$ cat src/rtl/utf8v_pkg.sv
// Shared types and constants for the restricted UTF-8 string validator.
// Depends on nothing; used by utf8v_step and utf8_string_validator_unit.
package utf8v_pkg;

    // Byte classification constants
    localparam logic [7:0] CTRL_LIMIT = 8'h20;
    localparam logic [7:0] DEL_BYTE   = 8'h7f;
    localparam logic [7:0] MASK_LEAD2 = 8'he0;
    localparam logic [7:0] CODE_LEAD2 = 8'hc0;
    localparam logic [7:0] MASK_LEAD3 = 8'hf0;
    localparam logic [7:0] CODE_LEAD3 = 8'he0;
    localparam logic [7:0] MASK_LEAD4 = 8'hf8;
    localparam logic [7:0] CODE_LEAD4 = 8'hf0;
    localparam logic [1:0] CONT_TAG   = 2'b10;

    // Code point limits
    localparam int unsigned CP_W = 21;
    localparam logic [CP_W-1:0] MIN_LEN1  = 21'h000080;
    localparam logic [CP_W-1:0] MIN_LEN2  = 21'h000800;
    localparam logic [CP_W-1:0] MIN_LEN3  = 21'h010000;
    localparam logic [CP_W-1:0] MAX_CP    = 21'h10ffff;
    localparam logic [CP_W-1:0] SURR_LO   = 21'h00d800;
    localparam logic [CP_W-1:0] SURR_HI   = 21'h00dfff;

    // Continuation counts of a multi-byte sequence
    localparam logic [1:0] SEQ_NONE = 2'd0;
    localparam logic [1:0] SEQ_ONE  = 2'd1;
    localparam logic [1:0] SEQ_TWO  = 2'd2;
    localparam logic [1:0] SEQ_THREE = 2'd3;

    // Per-string decoder state
    typedef struct packed {
        logic [1:0]      pending;
        logic [1:0]      seq_len;
        logic [CP_W-1:0] acc;
        logic            err;
    } dec_state_t;

endpackage

$ cat src/rtl/utf8v_step.sv
// Combinational next-state and verdict logic for one byte transaction.
// Depends on utf8v_pkg.
module utf8v_step
(
    input  utf8v_pkg::dec_state_t state_cur,
    input  logic [7:0]            byte_in,
    input  logic                  last_in,
    input  logic                  none_in,
    output utf8v_pkg::dec_state_t state_nxt,
    output logic                  verdict
);

    utf8v_pkg::dec_state_t upd;
    logic [utf8v_pkg::CP_W-1:0] cp;
    logic [1:0]                 pend_dec;
    logic                       overlong;
    logic                       bad_cp;

    // Continuation assembly and final code point checks
    assign cp       = {state_cur.acc[utf8v_pkg::CP_W-7:0], byte_in[5:0]};
    assign pend_dec = state_cur.pending - 2'd1;
    assign overlong = (state_cur.seq_len == utf8v_pkg::SEQ_ONE   && cp < utf8v_pkg::MIN_LEN1) ||
                      (state_cur.seq_len == utf8v_pkg::SEQ_TWO   && cp < utf8v_pkg::MIN_LEN2) ||
                      (state_cur.seq_len == utf8v_pkg::SEQ_THREE && cp < utf8v_pkg::MIN_LEN3);
    assign bad_cp   = overlong || (cp > utf8v_pkg::MAX_CP) ||
                      (cp >= utf8v_pkg::SURR_LO && cp <= utf8v_pkg::SURR_HI);

    // Byte decode
    always_comb
    begin
        upd = state_cur;
        if (!none_in && !state_cur.err)
        begin
            if (state_cur.pending != 2'd0)
            begin
                if (byte_in[7:6] != utf8v_pkg::CONT_TAG)
                begin
                    upd.err = 1'b1;
                end
                else if (pend_dec != 2'd0)
                begin
                    upd.acc     = cp;
                    upd.pending = pend_dec;
                end
                else
                begin
                    upd.pending = 2'd0;
                    upd.seq_len = utf8v_pkg::SEQ_NONE;
                    upd.acc     = '0;
                    upd.err     = bad_cp;
                end
            end
            else if (!byte_in[7])
            begin
                // single-byte character: control codes and DEL are rejected
                if (byte_in < utf8v_pkg::CTRL_LIMIT || byte_in == utf8v_pkg::DEL_BYTE)
                begin
                    upd.err = 1'b1;
                end
            end
            else if ((byte_in & utf8v_pkg::MASK_LEAD2) == utf8v_pkg::CODE_LEAD2)
            begin
                upd.seq_len = utf8v_pkg::SEQ_ONE;
                upd.pending = utf8v_pkg::SEQ_ONE;
                upd.acc     = {{(utf8v_pkg::CP_W-5){1'b0}}, byte_in[4:0]};
            end
            else if ((byte_in & utf8v_pkg::MASK_LEAD3) == utf8v_pkg::CODE_LEAD3)
            begin
                upd.seq_len = utf8v_pkg::SEQ_TWO;
                upd.pending = utf8v_pkg::SEQ_TWO;
                upd.acc     = {{(utf8v_pkg::CP_W-4){1'b0}}, byte_in[3:0]};
            end
            else if ((byte_in & utf8v_pkg::MASK_LEAD4) == utf8v_pkg::CODE_LEAD4)
            begin
                upd.seq_len = utf8v_pkg::SEQ_THREE;
                upd.pending = utf8v_pkg::SEQ_THREE;
                upd.acc     = {{(utf8v_pkg::CP_W-3){1'b0}}, byte_in[2:0]};
            end
            else
            begin
                // stray continuation or 0xF8..0xFF as a lead byte
                upd.err = 1'b1;
            end
        end
    end

    // End of string: give the verdict and clear for the next string
    always_comb
    begin
        verdict = !upd.err && (upd.pending == 2'd0);
        if (last_in)
        begin
            state_nxt = '0;
        end
        else
        begin
            state_nxt = upd;
        end
    end

endmodule

$ cat src/rtl/utf8_string_validator_unit.sv
// Top level of the restricted UTF-8 string validator.
// Depends on utf8v_pkg and utf8v_step.

// Takes one byte transaction per clock and returns one verdict transaction
// (string_valid) for each transaction flagged last_byte. Throughput is one
// byte per cycle. After a last byte is accepted, it sits in the input
// register, and its verdict is loaded into the result register when it
// advances. The input stalls only while a string-ending byte waits behind
// a verdict that the output side has not yet taken. A transaction with
// no_byte set adds no byte; with last_byte also set it closes the string
// (an empty string is valid). No configuration, no reset sweep.
module utf8_string_validator_unit
(
    input  logic       clk,
    input  logic       rst_n,
    input  logic       in_valid,
    output logic       in_stall,
    input  logic [7:0] byte_value,
    input  logic       last_byte,
    input  logic       no_byte,
    output logic       out_valid,
    input  logic       out_stall,
    output logic       string_valid
);

    logic                  in_valid_reg, in_valid_next;
    logic [7:0]            byte_reg;
    logic                  last_reg;
    logic                  none_reg;
    utf8v_pkg::dec_state_t state_reg, state_next;
    logic                  out_valid_reg, out_valid_next;
    logic                  verdict_reg;
    logic                  verdict;
    logic                  advance;
    logic                  out_free;
    logic                  take_in;

    // Handshake control
    assign out_free  = !out_valid_reg || !out_stall;
    assign advance   = in_valid_reg && (!last_reg || out_free);
    assign in_stall  = in_valid_reg && !advance;
    assign take_in   = in_valid && !in_stall;

    assign in_valid_next  = take_in || (in_valid_reg && !advance);
    assign out_valid_next = (advance && last_reg) || (out_valid_reg && out_stall);

    // Decode logic
    utf8v_step u_step
    (
        .state_cur (state_reg),
        .byte_in   (byte_reg),
        .last_in   (last_reg),
        .none_in   (none_reg),
        .state_nxt (state_next),
        .verdict   (verdict)
    );

    // Control registers
    always_ff @(posedge clk or negedge rst_n)
    begin
        if (!rst_n)
        begin
            in_valid_reg  <= 1'b0;
            out_valid_reg <= 1'b0;
            state_reg     <= '0;
        end
        else
        begin
            in_valid_reg  <= in_valid_next;
            out_valid_reg <= out_valid_next;
            if (advance)
            begin
                state_reg <= state_next;
            end
        end
    end

    // Payload registers
    always_ff @(posedge clk)
    begin
        if (take_in)
        begin
            byte_reg <= byte_value;
            last_reg <= last_byte;
            none_reg <= no_byte;
        end
        if (advance && last_reg)
        begin
            verdict_reg <= verdict;
        end
    end

    assign out_valid    = out_valid_reg;
    assign string_valid = verdict_reg;

    // A string-ending transaction leaves the decoder clear for the next string
    a_clear_after_last : assert property (@(posedge clk) disable iff (!rst_n)
        (advance && last_reg) |=> (state_reg == '0))
        else $error("decoder state not cleared after end of string");

    // An error sticks until the string ends
    a_err_sticky : assert property (@(posedge clk) disable iff (!rst_n)
        (state_reg.err && !(advance && last_reg)) |=> state_reg.err)
        else $error("error flag dropped mid-string");

    // A held verdict blocks a string-ending byte
    a_hold_blocks_last : assert property (@(posedge clk) disable iff (!rst_n)
        (out_valid_reg && out_stall && in_valid_reg && last_reg) |-> in_stall)
        else $error("string end passed while verdict held");

    // Any valid verdict comes from an error-free string
    a_verdict_src : assert property (@(posedge clk) disable iff (!rst_n)
        (advance && last_reg && state_reg.err) |=> !string_valid)
        else $error("valid verdict after error");

endmodule

$ cat config.mk
export PLATFORM = sky130hd
export DESIGN_NAME = utf8_string_validator_unit
export DESIGN_NICKNAME = d
export VERILOG_FILES = /design/src/rtl/utf8v_pkg.sv /design/src/rtl/utf8v_step.sv /design/src/rtl/utf8_string_validator_unit.sv
export SDC_FILE = /design/constraint.sdc
export NUM_CORES = 1
export LEC_CHECK = 0
export BUFFER_PORTS_ARGS = -buffer_cell sky130_fd_sc_hd__clkbuf_2
export CAP_MARGIN = 20
export CORE_ASPECT_RATIO = 1.4
export CORE_UTILIZATION = 59
export CTS_CLUSTER_DIAMETER = 40
export CTS_CLUSTER_SIZE = 40
export DETAILED_ROUTE_END_ITERATION = 8
export PLACE_DENSITY = 0.83
export SYNTH_ARGS = -nofsm -noshare
export SYNTH_HDL_FRONTEND = slang
export SYNTH_SLANG_ARGS = --single-unit
export TNS_END_PERCENT = 100
$ cat constraint.sdc
create_clock -name clk -period 2.73 [get_ports clk]
set_input_delay 0.273 -clock clk [delete_from_list [all_inputs] [get_ports clk]]
set_output_delay 0.273 -clock clk [all_outputs]
set_load 0.02 [all_outputs]
==> metrics.cfg, run 1 <==
[outcome]
status=completed

[yosys]
ys_ff_latch=33
synth.yosys.warnings=0
yosysUniqueCellTypes=37
synth-edff-count=11
syn-cell-area_um2=1700
synth_xor_area_share_pct=0
synth_top_family_by_area=compound AO/OA/AOI/OAI gates
synthMuxAreaShare_pct=0
ys.flop_type=dfrtp_1
yosys.area_share.adder_pct=1.47
synth.largest_area_cell=dfrtp_1
synth_compound_area_share_pct=25.4
syn-num-nets=189
async_reset_ff_share_pct=66.7
yosysSeqAreaShare_pct=51.7
synth_area_leaders=dfrtp_1 (32%), edfxtp_1 (19%), o21ai_1 (5.3%), nand2_1 (5.3%), o31ai_1 (5.3%)
synth_common_cells=nand2_1 (24), dfrtp_1 (22), o21ai_1 (18)
syn_inst=173
yosysMostFrequentCell=nand2_1
yosysTopAreaCellShare_pct=32.3
syn_avg_cell_area_um2=9.84
yosys.area_share.simple_pct=16.8

[global_routing]
grt_use_total_pct=27.3
grt_first_pass_wirelength_mm=5.84
grt_antenna_before_repair=0
grt_max_degree=34
grt.overflow.total=0
grt_pass1_vias=1324

[hold_path]
whs_path_depth=1
hold_path.class=in -> reg

[setup_path]
critPathRequiredTime_ps=2940
crit_family=buffers and inverters
endpoint_kind=flop
r2r_cells=7
crit_arrival_ps=2240
worst-path-stages=7
crit_type=reg -> reg
path_cells=inv_1 > ha_1 > inv_1 > nand2_1 > a31oi_2 > buf_4 > o41ai_1
crit_buf_inv=3
slowest_delay_ps=430
start_kind=flop
cp_max_fo=33
cp_slowest_cell=ha_1
critPathMostFrequentCell=inv_1

[sta]
rsz0062_at_grt=no
setup_tns_ps=0
post-route-worst-setup-slack_ps=704
drv_slew=0
fmax_mhz=494
setup-violations-final=0
relSlewSlack_pct=33.5
hold_viol_final=0
skew_ps=9.07
worst_pin_slew_ps=995
fin_crit_sh_pct=74.2
period_needed_ps=2030

[pwr]
p_leak_uw=0.000769
power.density_nw_per_um2=555
p_total_uw=1030
ir_worst_vdd_mv=0.430

[final_layout]
n_antenna_cell=0
final_net_count=205
largest_reg_flops=20
layout-drive-gt1-share_pct=16.3
syn_to_final_growth_pct=9.41

[route]
drt_iter0_markers=42
antenna_left=0
wl_per_cell_um=14.8
dr.pass1.iters=4
vias=1353
wirelength_mm=3.34
via_per_inst=5.99
drc=0

[die]
initial_core_util_pct=63.8
dieArea_um2=3110
core_area_um2=2670
io_pins=17
die_y_um=65.6
num_rows=22
die_w_um=47.4

[place]
hpwlAfterDp_mm=2.41
port_buffers=16
routabilityCongestion=0.931
pre_cts_ws_ps=755

[clocking]
cts_tree=done
clkTransAtPathRegs_ps=100
cts_max_path_buffers=2
ctsRootBufferMaster=clkbuf_4
clock_insertion_delay_worst_skew_ps=330
cts.repair.resized=0
cts_sinks=33
cts_buffers=5
htreeDepth=2

[flow_run]
maxCapViolations=0

-- power by group --
part,leakage (µW),switching [µW],total (µW),internal [µW]
Clock,0.0000326,155,282,127
Sequential,0.000408,24.5,566,541
Combinational,0.000328,122,186,63.7
Total,0.000769,302,1030,732
-- cells by family after synthesis --
logic type               after synthesis
buffers and inverters                 19
adder cells (fa/ha/maj)                2
AO/OA/AOI/OAI                         64
AND/OR/NAND/NOR                       55
flip-flops                            33
-- what timing repair did --
action,in CTS,in global routing
endpoints found under the setup margin,0,0
buffers inserted,0,0
endpoints found under the hold margin,22,0
hold buffers,1,0
-- per-layer routing --
metal | GRT usage, % | vias up | wire length, µm
met1 | 32.0 | 636 | 1380
met5 | 0 | - | 0
met2 | 42.0 | 34 | 1780
met3 | 9.07 | 7 | 117
met4 | 15.4 | 0 | 60
li1 | - | 676 | -
-- final timing paths --
path | startpoint | slack [ps] | to
max | state_reg[24]$_DFFE_PN0P_ | 700 | state_reg[3]$_DFFE_PN0P_
min | no_byte | 110 | none_reg$_DFFE_PP_
max reg2reg | state_reg[24]$_DFFE_PN0P_ | 700 | state_reg[3]$_DFFE_PN0P_
min reg2reg | state_reg[14]$_DFFE_PN0P_ | 510 | state_reg[14]$_DFFE_PN0P_
max in group asynchronous | rst_n | 1920 | state_reg[11]$_DFFE_PN0P_
min in group asynchronous | rst_n | 450 | state_reg[5]$_DFFE_PN0P_
-- metrics by stage --
step	area [µm²]	hold slack (ps)	std cells	utilization (%)
2_1_floorplan	1700	-22.6	173	-
3_3_place_gp	1790	272	217	67.2
3_5_place_dp	1790	288	217	67.2
4_1_cts	1860	96.7	226	69.8
5_1_grt	1860	75.1	226	69.8
6_report	1860	105	226	69.8
-- placed cells by master, fill, tap and decap left out, types with 3 or more instances in the layout --
cell      count
nand2_1      24
dfrtp_1      22
o21ai_1      18
clkbuf_2     16
o31ai_1      12
edfxtp_1     11
inv_1        10
a21oi_1       7
nor2_1        7
o21ai_0       6
nand3_1       5
o41ai_1       5
clkbuf_4      5
nand4_1       4
nand2b_1      3
nor3_1        3
-- cell type report --
type                            count  area (µm²)
Sequential cell                    33         881
Fill cell                         222         807
Multi-Input combinational cell    121         743
Timing Repair Buffer               18        97.6
Clock buffer                        8        58.8
Tap cell                           36        45.0
Inverter                           10        37.5
(Power assumes the default switching activity.)
==> run 2, diff against run 1 <==
- CORE_UTILIZATION: 59 -> 52
- PLACE_DENSITY: 0.83 -> 0.77
- clock period: 2.73 -> 1.8 ns (I/O delays scaled with it)
==> run 2 against run 1 <==
Routed wire length increased by 13%. Sequential power up 51%. Sequential share of layout area is 4.9 points lower. Final area increased by 11%. Die area grew 13%. Largest cell class unchanged. Count of clock-buffer cells in the layout fell by 3. Highest routed layer unchanged. Critical path type unchanged. First-iteration DRC count up 55%. Worst hold slack worse by 38 ps.
==> metrics.cfg, run 2 (synthesis results as in run 1) <==
[outcome]
status=completed

[sta]
fin_crit_sh_pct=96.6  ; +22 points
rsz0062_at_grt=yes
drv_slew=0  ; unchanged
period_needed_ps=1740  ; -288 ps
setup_tns_ps=0  ; unchanged
setup-violations-final=0  ; unchanged
skew_ps=6.10  ; -2.97 ps
worst_pin_slew_ps=560  ; -434 ps
hold_viol_final=0  ; unchanged
relSlewSlack_pct=62.7  ; +29 points
post-route-worst-setup-slack_ps=61.8  ; -642 ps
fmax_mhz=575  ; +17%

[setup_path]
crit_arrival_ps=1860  ; -380 ps
endpoint_kind=flop
critPathRequiredTime_ps=1930  ; -1010 ps
crit_type=reg -> reg
crit_buf_inv=0  ; -3
cp_max_fo=3  ; -91%
start_kind=flop
crit_family=simple AND/OR/NAND/NOR gates
slowest_delay_ps=550  ; +120 ps
path_cells=or4_4 > a21o_1 > a41oi_2 > nand3_1 > a211oi_2
cp_slowest_cell=or4_4

[pwr]
combPwrFrac_pct=18.8  ; +0.8 points
seq_power_share_pct=45.5  ; -9.2 points
p_int_uw=1370  ; +87%
p_leak_uw=0.000881  ; +15%
p_total_uw=1880  ; +82%
ir_worst_vdd_mv=0.736  ; +71%
switching_share_pct=27.1  ; -2.1 points
clkPwrFrac_pct=35.7  ; +8.4 points
power.density_nw_per_um2=907  ; +63%
p_sw_uw=511  ; +69%

[route]
drc=0  ; unchanged
via_per_inst=5.98  ; about the same
wl_per_cell_um=15.5  ; +4.7%
vias=1460  ; +7.9%
drt_iter0_markers=65  ; +55%
antenna_left=0  ; unchanged
wirelength_mm=3.78  ; +13%
dr.pass1.iters=4  ; unchanged

[clocking]
clkTransAtPathRegs_ps=70  ; -30 ps
cts_max_path_buffers=2  ; unchanged
cts_sinks=33  ; unchanged
clock_insertion_delay_worst_skew_ps=280  ; -50 ps
ctsRootBufferMaster=clkbuf_8
cts_tree=done
cts_buffers=5  ; unchanged
htreeDepth=2  ; unchanged

[final_layout]
final_cell_mix=nand2_1 (24), dfrtp_1 (22), o21ai_1 (19), clkbuf_2 (16), buf_4 (14)
syn_to_final_growth_pct=22.0
stdcell_area_um2=2080  ; +11%
layout-drive-gt1-share_pct=25.9  ; +9.5 points
num-fill-cells=265  ; +19%
largest_reg_flops=20  ; unchanged
n_antenna_cell=0  ; unchanged
final_cells=244  ; +8.0%
final_net_count=220  ; +7.3%
final_common_cell=nand2_1

[global_routing]
grt_max_degree=34  ; unchanged
grt_antenna_before_repair=0  ; unchanged
grt.overflow.total=0  ; unchanged
grt_first_pass_wirelength_mm=6.45  ; +10%
grt_use_total_pct=25.0  ; -2.3 points
grt_pass1_vias=1448  ; +9.4%

[place]
routabilityCongestion=0.960  ; +3.1%
hpwlAfterDp_mm=2.65  ; +10%
pre_cts_ws_ps=-0.974  ; -756 ps
port_buffers=16  ; unchanged
post_dp_cell_area_um2=1900  ; +5.9%
placed_cells=232  ; +6.9%

[die]
core_area_um2=3120  ; +17%
io_pins=17  ; unchanged
num_rows=24  ; +9.1%
die_w_um=50.4  ; +6.2%
initial_core_util_pct=54.5  ; -9.2 points
dieArea_um2=3510  ; +13%
die_y_um=69.7  ; +6.3%

[flow_run]
maxCapViolations=0  ; unchanged

[hold_path]
hold_path.class=in -> reg

run 2: changes by cell type in the layout (fill, tap and decap cells not counted), sizes merged:
cell and change:
buf +15, clkbuf -3, bufinv +1, clkinv +1
clkinvlp +1
run 2: power groups by stage:
stage               registers, µW  clock network, µW  logic, µW
floorplan                     869                  0        209
global placement              869                  0        314
detailed placement            871                  0        326
CTS                           856                687        334
global route                  863                723        391
finish                        857                673        353
run 2: layout make-up:
cell class / instances / area [µm²] / share of cell area [%]
clock buffers: 5 / 68.8 / 3.31
clock inverters: 3 / 41.3 / 1.99
inverters: 10 / 37.5 / 1.81
multi-input cells: 121 / 773 / 37.2
flip-flops and latches: 33 / 881 / 42.4
well taps: 39 / 48.8 / 2.35
repair buffers: 33 / 226 / 10.9
run 2: routing by layer:
metal	GRT usage, %	part of all wire, %
met4	10.2	2.5
met2	43.7	53
met5	0	0
met1	27.9	40
met3	6.58	4.7
run 2: path summary, 6_finish.rpt:
path / endpoint / startpoint / cells after the start / slack, ps
max in group asynchronous: state_reg[25]$_DFFE_PN0P_ / rst_n / 2 / 1010
max reg2reg: string_valid$_DFFE_PP_ / state_reg[13]$_DFFE_PN0P_ / 5 / 60
min: byte_reg[0]$_DFFE_PP_ / byte_value[0] / 1 / 70
max: string_valid$_DFFE_PP_ / state_reg[13]$_DFFE_PN0P_ / 5 / 60
min in group asynchronous: state_reg[8]$_DFFE_PN0P_ / rst_n / 2 / 410
min reg2reg: state_reg[13]$_DFFE_PN0P_ / state_reg[13]$_DFFE_PN0P_ / 2 / 500
run 2: worst register-to-register path: cells and delay by family, from the launching register on:
family,cells,cell delay (ps)
compound gates,3,540
simple gates,2,670
flops,1,370
run 2: repair_timing:
action	CTS	global route
hold endpoints to repair	22	0
resized for setup	1	8
buffers inserted	1	2
hold buffers	1	0
pin swaps	1	4
endpoints found under the setup margin	2	10
run 2: per-stage QoR:
step,util [%],hold WS (ps)
after detailed placement,60.9,202
after CTS,65.1,59.5
after global placement,60.9,187
final,66.5,67.0
after global routing,66.5,50.2
after floorplan,-,-116
